### src/hw/rtl/drt_pkg.sv
// ----------------------------------------------------------------------------
// Dirty rectangle tracker package
// Shared widths, action codes and the stored rectangle type.
// ----------------------------------------------------------------------------
package drt_pkg;

    // Input coordinates are 13-bit pixels; edges carry one extra bit for x + w.
    localparam int COORD_W = 13;
    localparam int EDGE_W  = COORD_W + 1;
    localparam int COUNT_OUT_W = 5;

    // Action codes of an input beat.
    localparam logic [2:0] ACT_MARK       = 3'd0;
    localparam logic [2:0] ACT_CHECK      = 3'd1;
    localparam logic [2:0] ACT_INVALIDATE = 3'd2;
    localparam logic [2:0] ACT_INIT       = 3'd3;
    localparam logic [2:0] ACT_CLEAR      = 3'd4;

    // One rectangle as left, top, right and bottom edges (56 bits).
    typedef struct packed {
        logic [EDGE_W-1:0] l;
        logic [EDGE_W-1:0] t;
        logic [EDGE_W-1:0] r;
        logic [EDGE_W-1:0] b;
    } box_t;

    localparam int BOX_W = $bits(box_t);

endpackage

### src/hw/rtl/dirty_rectangle_tracker.sv
// ----------------------------------------------------------------------------
// Dirty rectangle tracker
// Keeps a bounded list of dirty rectangles, merges touching marks into it
// and answers whether a rectangle needs drawing.
//
// Channel   Direction  Handshake              Beat
// command   in         start & !busy          action, rect_x/y/width/height
// result    out        done (one cycle)       needs_draw, full_redraw_pending,
//                                             region_count
// config    in         cfg_valid & cfg_ready  cfg_data (tracking enable)
//
// Each region-table entry visit is a RAM read, then a compare in the shared
// box unit; an absorbed entry that must be refilled from the list's tail
// adds a tail read and a write, and the scan then restarts at entry zero.
// A check stops at the first touching entry or after the last; a mark that
// is not ignored ends with an append step. Reset clears the count, sets the
// full redraw flag and turns tracking off; the table needs no clearing pass.
// Results cannot be stalled; busy falls in the cycle that carries the result
// beat.
// ----------------------------------------------------------------------------
module dirty_rectangle_tracker #(
    parameter int MAX_REGIONS = 16
) (
    input  logic                          clk,
    input  logic                          rst_n,
    // Command channel.
    input  logic                          start,
    output logic                          busy,
    input  logic [2:0]                    action,
    input  logic [drt_pkg::COORD_W-1:0]   rect_x,
    input  logic [drt_pkg::COORD_W-1:0]   rect_y,
    input  logic [drt_pkg::COORD_W-1:0]   rect_width,
    input  logic [drt_pkg::COORD_W-1:0]   rect_height,
    // Result channel.
    output logic                          done,
    output logic                          needs_draw,
    output logic                          full_redraw_pending,
    output logic [drt_pkg::COUNT_OUT_W-1:0] region_count,
    // Configuration channel.
    input  logic                          cfg_valid,
    output logic                          cfg_ready,
    input  logic                          cfg_data
);

    localparam int IDX_W = (MAX_REGIONS > 1) ? $clog2(MAX_REGIONS) : 1;
    localparam int CNT_W = $clog2(MAX_REGIONS + 1);
    localparam logic [CNT_W-1:0] CNT_MAX = CNT_W'(MAX_REGIONS);

    typedef enum logic [2:0] {
        S_IDLE,
        S_READ,
        S_CMP,
        S_MREAD,
        S_MWRITE,
        S_APPEND,
        S_FINISH
    } state_t;

    state_t                          state_reg, state_next;
    drt_pkg::box_t                   box_reg, box_next;
    logic [IDX_W-1:0]                idx_reg, idx_next;
    logic [CNT_W-1:0]                count_reg, count_next;
    logic                            flag_reg, flag_next;
    logic                            enabled_reg, enabled_next;
    logic                            check_reg, check_next;
    logic                            need_reg, need_next;
    logic                            done_reg, done_next;
    logic                            needs_draw_reg, needs_draw_next;
    logic                            frp_reg, frp_next;
    logic [drt_pkg::COUNT_OUT_W-1:0] rcount_reg, rcount_next;

    drt_pkg::box_t                   in_box;
    drt_pkg::box_t                   entry_box;
    drt_pkg::box_t                   merged_box;
    logic                            touch;
    logic [CNT_W-1:0]                idx_ext;
    logic [CNT_W-1:0]                idx_inc;
    logic [CNT_W-1:0]                count_dec;

    logic                            ram_wr_en;
    logic [IDX_W-1:0]                ram_wr_addr;
    logic [drt_pkg::BOX_W-1:0]       ram_wr_data;
    logic [IDX_W-1:0]                ram_rd_addr;
    logic [drt_pkg::BOX_W-1:0]       ram_rd_data;

    // Edges of the incoming rectangle.
    always_comb
    begin
        in_box.l = {1'b0, rect_x};
        in_box.t = {1'b0, rect_y};
        in_box.r = {1'b0, rect_x} + {1'b0, rect_width};
        in_box.b = {1'b0, rect_y} + {1'b0, rect_height};
    end

    assign entry_box = drt_pkg::box_t'(ram_rd_data);
    assign idx_ext   = CNT_W'(idx_reg);
    assign idx_inc   = idx_ext + 1'b1;
    assign count_dec = count_reg - 1'b1;

    // Region table storage.
    drt_ram #(
        .WIDTH (drt_pkg::BOX_W),
        .DEPTH (MAX_REGIONS),
        .ADDR_W(IDX_W)
    ) u_table (
        .clk    (clk),
        .wr_en  (ram_wr_en),
        .wr_addr(ram_wr_addr),
        .wr_data(ram_wr_data),
        .rd_addr(ram_rd_addr),
        .rd_data(ram_rd_data)
    );

    // Shared compare and merge unit, fed one table entry per visit.
    drt_box_unit u_box (
        .a     (entry_box),
        .b     (box_reg),
        .touch (touch),
        .merged(merged_box)
    );

    // RAM port selection: tail read during a refill, table writes on refill
    // and append.
    always_comb
    begin
        ram_rd_addr = (state_reg == S_MREAD) ? count_reg[IDX_W-1:0] : idx_reg;
        ram_wr_en   = 1'b0;
        ram_wr_addr = idx_reg;
        ram_wr_data = ram_rd_data;
        if (state_reg == S_MWRITE)
        begin
            ram_wr_en = 1'b1;
        end
        else if ((state_reg == S_APPEND) && (count_reg < CNT_MAX))
        begin
            ram_wr_en   = 1'b1;
            ram_wr_addr = count_reg[IDX_W-1:0];
            ram_wr_data = box_reg;
        end
    end

    // Sequencer next-state logic.
    always_comb
    begin
        state_next      = state_reg;
        box_next        = box_reg;
        idx_next        = idx_reg;
        count_next      = count_reg;
        flag_next       = flag_reg;
        enabled_next    = enabled_reg;
        check_next      = check_reg;
        need_next       = need_reg;
        done_next       = 1'b0;
        needs_draw_next = needs_draw_reg;
        frp_next        = frp_reg;
        rcount_next     = rcount_reg;

        case (state_reg)
            S_IDLE:
            begin
                if (start)
                begin
                    box_next   = in_box;
                    check_next = (action == drt_pkg::ACT_CHECK);
                    idx_next   = '0;
                    need_next  = 1'b0;
                    state_next = S_FINISH;
                    case (action)
                        drt_pkg::ACT_MARK:
                        begin
                            if (enabled_reg && !flag_reg)
                            begin
                                state_next = (count_reg == '0) ? S_APPEND : S_READ;
                            end
                        end
                        drt_pkg::ACT_CHECK:
                        begin
                            if (!enabled_reg || flag_reg)
                            begin
                                need_next = 1'b1;
                            end
                            else if (count_reg != '0)
                            begin
                                state_next = S_READ;
                            end
                        end
                        drt_pkg::ACT_INVALIDATE:
                        begin
                            flag_next = 1'b1;
                        end
                        drt_pkg::ACT_INIT:
                        begin
                            count_next   = '0;
                            flag_next    = 1'b1;
                            enabled_next = 1'b0;
                        end
                        drt_pkg::ACT_CLEAR:
                        begin
                            count_next = '0;
                            flag_next  = 1'b0;
                        end
                        default:
                        begin
                            state_next = S_FINISH;
                        end
                    endcase
                end
            end

            S_READ:
            begin
                state_next = S_CMP;
            end

            // Compare the entry just read against the working rectangle.
            S_CMP:
            begin
                if (touch)
                begin
                    if (check_reg)
                    begin
                        need_next  = 1'b1;
                        state_next = S_FINISH;
                    end
                    else
                    begin
                        box_next   = merged_box;
                        count_next = count_dec;
                        if (idx_ext == count_dec)
                        begin
                            // The absorbed entry was the tail: nothing to move.
                            idx_next   = '0;
                            state_next = (idx_reg == '0) ? S_APPEND : S_READ;
                        end
                        else
                        begin
                            state_next = S_MREAD;
                        end
                    end
                end
                else if (idx_inc == count_reg)
                begin
                    state_next = check_reg ? S_FINISH : S_APPEND;
                end
                else
                begin
                    idx_next   = idx_inc[IDX_W-1:0];
                    state_next = S_READ;
                end
            end

            S_MREAD:
            begin
                state_next = S_MWRITE;
            end

            // Tail entry lands in the freed slot; rescan from the start.
            S_MWRITE:
            begin
                idx_next   = '0;
                state_next = S_READ;
            end

            S_APPEND:
            begin
                if (count_reg < CNT_MAX)
                begin
                    count_next = count_reg + 1'b1;
                end
                else
                begin
                    flag_next = 1'b1;
                end
                state_next = S_FINISH;
            end

            // Present the result beat for one cycle.
            S_FINISH:
            begin
                done_next       = 1'b1;
                needs_draw_next = need_reg;
                frp_next        = flag_reg;
                rcount_next     = drt_pkg::COUNT_OUT_W'(count_reg);
                state_next      = S_IDLE;
            end

            default:
            begin
                state_next = S_IDLE;
            end
        endcase

        // Configuration write: enabling tracking forces a full redraw.
        if (cfg_valid && cfg_ready)
        begin
            enabled_next = cfg_data;
            if (cfg_data)
            begin
                flag_next = 1'b1;
            end
        end
    end

    // State and registered outputs.
    always_ff @(posedge clk or negedge rst_n)
    begin
        if (!rst_n)
        begin
            state_reg      <= S_IDLE;
            box_reg        <= '0;
            idx_reg        <= '0;
            count_reg      <= '0;
            flag_reg       <= 1'b1;
            enabled_reg    <= 1'b0;
            check_reg      <= 1'b0;
            need_reg       <= 1'b0;
            done_reg       <= 1'b0;
            needs_draw_reg <= 1'b0;
            frp_reg        <= 1'b0;
            rcount_reg     <= '0;
        end
        else
        begin
            state_reg      <= state_next;
            box_reg        <= box_next;
            idx_reg        <= idx_next;
            count_reg      <= count_next;
            flag_reg       <= flag_next;
            enabled_reg    <= enabled_next;
            check_reg      <= check_next;
            need_reg       <= need_next;
            done_reg       <= done_next;
            needs_draw_reg <= needs_draw_next;
            frp_reg        <= frp_next;
            rcount_reg     <= rcount_next;
        end
    end

    // Configuration is taken only while idle and no command is arriving.
    assign busy                = (state_reg != S_IDLE);
    assign cfg_ready           = (state_reg == S_IDLE) && !start;
    assign done                = done_reg;
    assign needs_draw          = needs_draw_reg;
    assign full_redraw_pending = frp_reg;
    assign region_count        = rcount_reg;

endmodule

### src/hw/rtl/drt_ram.sv
// ----------------------------------------------------------------------------
// Generic single-port-write RAM
// One write port and one read port, read data registered.
// ----------------------------------------------------------------------------
module drt_ram #(
    parameter int WIDTH = 56,
    parameter int DEPTH = 16,
    parameter int ADDR_W = (DEPTH > 1) ? $clog2(DEPTH) : 1
) (
    input  logic              clk,
    input  logic              wr_en,
    input  logic [ADDR_W-1:0] wr_addr,
    input  logic [WIDTH-1:0]  wr_data,
    input  logic [ADDR_W-1:0] rd_addr,
    output logic [WIDTH-1:0]  rd_data
);

    logic [WIDTH-1:0] mem [DEPTH];

    // Write port and registered read port.
    always_ff @(posedge clk)
    begin
        if (wr_en)
        begin
            mem[wr_addr] <= wr_data;
        end
        rd_data <= mem[rd_addr];
    end

endmodule

### src/hw/rtl/drt_box_unit.sv
// ----------------------------------------------------------------------------
// Rectangle compare and merge unit
// Tells whether two rectangles touch and forms their bounding union.
// ----------------------------------------------------------------------------
module drt_box_unit (
    input  drt_pkg::box_t a,
    input  drt_pkg::box_t b,
    output logic          touch,
    output drt_pkg::box_t merged
);

    // Touching edges count as an intersection.
    assign touch = !((a.r < b.l) || (b.r < a.l) || (a.b < b.t) || (b.b < a.t));

    // Bounding box of both rectangles.
    always_comb
    begin
        merged.l = (a.l < b.l) ? a.l : b.l;
        merged.t = (a.t < b.t) ? a.t : b.t;
        merged.r = (a.r > b.r) ? a.r : b.r;
        merged.b = (a.b > b.b) ? a.b : b.b;
    end

endmodule

### config.mk
export PLATFORM = sky130hd
export DESIGN_NAME = dirty_rectangle_tracker
export DESIGN_NICKNAME = d
export VERILOG_FILES = /design/src/hw/rtl/drt_pkg.sv /design/src/hw/rtl/dirty_rectangle_tracker.sv /design/src/hw/rtl/drt_ram.sv /design/src/hw/rtl/drt_box_unit.sv
export SDC_FILE = /design/constraint.sdc
export NUM_CORES = 1
export LEC_CHECK = 0
export ABC_AREA = 1
export BUFFER_PORTS_ARGS = -buffer_cell sky130_fd_sc_hd__buf_2
export CORE_ASPECT_RATIO = 1.2
export CORE_UTILIZATION = 30
export DETAILED_ROUTE_END_ITERATION = 6
export HOLD_SLACK_MARGIN = 0.02
export SYNTH_ARGS = -nofsm -noshare
export SYNTH_HDL_FRONTEND = slang
export SYNTH_SLANG_ARGS = --single-unit
### constraint.sdc
create_clock -name clk -period 6.5 [get_ports clk]
set_input_delay 0.65 -clock clk [delete_from_list [all_inputs] [get_ports clk]]
set_output_delay 0.65 -clock clk [all_outputs]
set_load 0.1 [all_outputs]
==> run metrics <==
most common cell in the netlist edfxtp_1; Max IR drop VDD 0.480 mV; gr usage total 0.152; synth warn 0; PnR worst setup slack 1.96 ns; Die Area 151000 sq um; I/O pins 70; Clk Latency, worst-skew pair 0.71 ns; part of the power in registers 0.412; Post-synth EDFFs 896; CP required 6.82 ns; dpl hpwl 68500 microns; Synth async-reset ratio 0.0775; Internal 14700 uW; Clock Path Buffers 3; Mapped Avg Cell Area 11.5 sq um; row count 155; CTS buffer count 95; register area share after synthesis 0.669; complex-gate fraction of the synthesized area 0.138; Synth area leader edfxtp_1; Yosys reg bits 1032; vias in the first global route 29700; max_slew headroom 0.214; multiplexer share of the synthesized area 0.000223; DRC 0; GP Congestion 0.870; TritonCTS clock tree built; WL final 117000 microns; synthesized cell area 44900 sq um; worst path bufs/invs 3; # clock sinks 1032; RSZ-0062 raised after global routing no; status complete, no violations; DRT Pass-1 Iters 5; Slew Viols, Final 0; core box area 149000 sq um; dpl cells 5811; startpoint types register; height of the die 426 microns; Worst EP arrival 4.86 ns; Switching Share 0.369; Vias/cell 5.09; ranking of synthesized cells by area edfxtp_1, o21ai_0, nand2_1, dfrtp_1, nor2_1; max FFs per register 896; Final setup viols 0; Period minus WS final 4.54 ns; share of the synthesized area in the top cell type 0.599; Synth Area in XOR/XNOR 0.00332; GR Overflow Total 0; Net Count, Synth 4112; number of fill cells 14700; DRT iter0 DRCs 2784; switching power 8630 uW; Adder-Cell Fraction of Synth Area 0.0388; die width 355 microns; via count 30500; Comb power frac 0.329; TNS Setup 0 ns; slowest CP cell nor2_4; clock group share of total power 0.258; Pwr Density 458 nW/um^2; largest net degree at the start of global routing 234; final net count 4145; cell family with most CP delay simple AND/OR/NAND/NOR gates; Worst-path clk slew 0.07 ns; H-tree levels 3; DR WL/cell 19.6 microns; Port Buffers 69; crit end category register; Primary FF master, synth edfxtp_1; layout cell share with drive strength beyond 1 0.0859; initial antenna violation count 0; CP max stage delay 0.85 ns; post-synthesis simple-gate area fraction 0.110; Synth cell types 48; Mapped Cells 3914; Final Hold Viols 0; global-route wire length before repair 178000 microns; worst slew pin tran 1.17 ns; clk root buf clkbuf_16; Fmax 220 MHz; WS Path Type reg2reg; ANT cells 0; CP cell instances inv_1, nor2_1, nand2_1, nor2_4, buf_4, nand2_1, o21ai_0, nand3_1, nor2_4, buf_4; Leak Pwr 0.0180 uW; Setup WS pre-CTS 1.96 ns; class of the most critical hold timing path in2reg; Area Overhead vs Synth 13.7%; Synth top cells by count edfxtp_1, o21ai_0, nand2_1, nor2_1, inv_1; fin crit share 0.699; DRT antenna net count 0; Starting Density 0.302; largest family of logic cells by synthesized area compound AO/OA/AOI/OAI gates; skew final 0.0314 ns; Max-Cap Viols 0; critical path fanouts, max 75; Non-Filler Instances 5989
layout by cell type (no fill, tap or decap), types with 4 or more instances in the layout:
cell type and instances:
buf_4 89, o21ai_4 4, a21oi_1 70, xnor2_1 8, ha_1 136, o21bai_1 46, xor2_1 9, o211ai_1 137
buf_12 7, nor2_1 479, dfxtp_1 56, o22ai_1 68, clkbuf_16 95, nand4_1 45, o21ai_0 616, clkinvlp_4 8
bufinv_16 20, inv_6 5, clkinv_1 13, nand2_1 553, clkbuf_1 23, dfrtp_1 79, inv_1 210, o221ai_1 92
nor3_1 9, buf_2 68, o21ai_1 11, nand3_1 104, nor2_4 18, edfxtp_1 896, clkinv_2 10
stage by stage:
| stage | total power [uW] | hold slack (ns) | cell area, sq um | utilization |
|---|---|---|---|---|
| floorplan | 14600 | 0.354 | 44900 | - |
| CTS | 23500 | 0.168 | 51000 | 0.344 |
| global placement | 17200 | 0.464 | 47700 | 0.321 |
| detailed placement | 17400 | 0.475 | 47700 | 0.321 |
| finish | 23400 | 0.217 | 51000 | 0.344 |
| global route | 24700 | 0.204 | 51000 | 0.344 |
worst paths after layout:
check                           startpoint                  to  slack, ns  depth (start not counted)
max                           state_reg[0]  u_table.mem[5][54]       1.96                         10
min                               cfg_data         enabled_reg       0.22                          3
max reg2reg                   state_reg[0]  u_table.mem[5][54]       1.96                         10
min reg2reg                region_count[4]     region_count[4]       0.49                          2
max in group asynchronous            rst_n         box_reg[55]       4.98                          3
min in group asynchronous            rst_n            need_reg       0.40                          2
repair_timing:
item | in CTS | in global routing
endpoints found under the hold margin | 26 | 0
setup buffers | 0 | 0
hold buffers | 1 | 0
resized for setup | 0 | 0
layout make-up:
class	instances	area, sq um	area share
flip-flops and latches	1032	30000	0.588
clock buffers	120	2490	0.0488
repair buffers	165	1160	0.0227
inverters	218	845	0.0165
well taps	1962	2450	0.0481
clock inverters	57	866	0.0170
multi-input cells	2435	13200	0.258
power groups by stage:
stage,clock network (uW),logic (uW),registers [uW]
after floorplan,0,4940,9630
after global placement,0,7480,9750
after detailed placement,0,7670,9750
after CTS,6160,7700,9620
after global routing,6380,8630,9680
final,6040,7700,9630
cell families (layout without fill, tap and decap cells):
kind of cell,after synthesis,after routing
buf+inv,447,560
xor+xnor,17,17
flops,1032,1032
compound gates,1054,1054
fa+ha+maj,138,138
mux,1,1
simple gates,1225,1225
worst register-to-register path: stages, from the launching register on:
cell     delay, ns
dfrtp_1       0.55
inv_1         0.11
nor2_1        0.20
nand2_1       0.21
nor2_4        0.14
buf_4         0.54
nand2_1       0.12
o21ai_0       0.31
nand3_1       0.48
nor2_4        0.85
buf_4         0.63
layer usage:
metal | global-route usage | part of all wire | wire [microns]
met4 | 0.0498 | 0.024 | 2830
met3 | 0.0173 | 0.061 | 7140
met2 | 0.264 | 0.49 | 57600
met5 | 0 | 0 | 0
met1 | 0.196 | 0.42 | 49700
(Power assumes the default switching activity.)
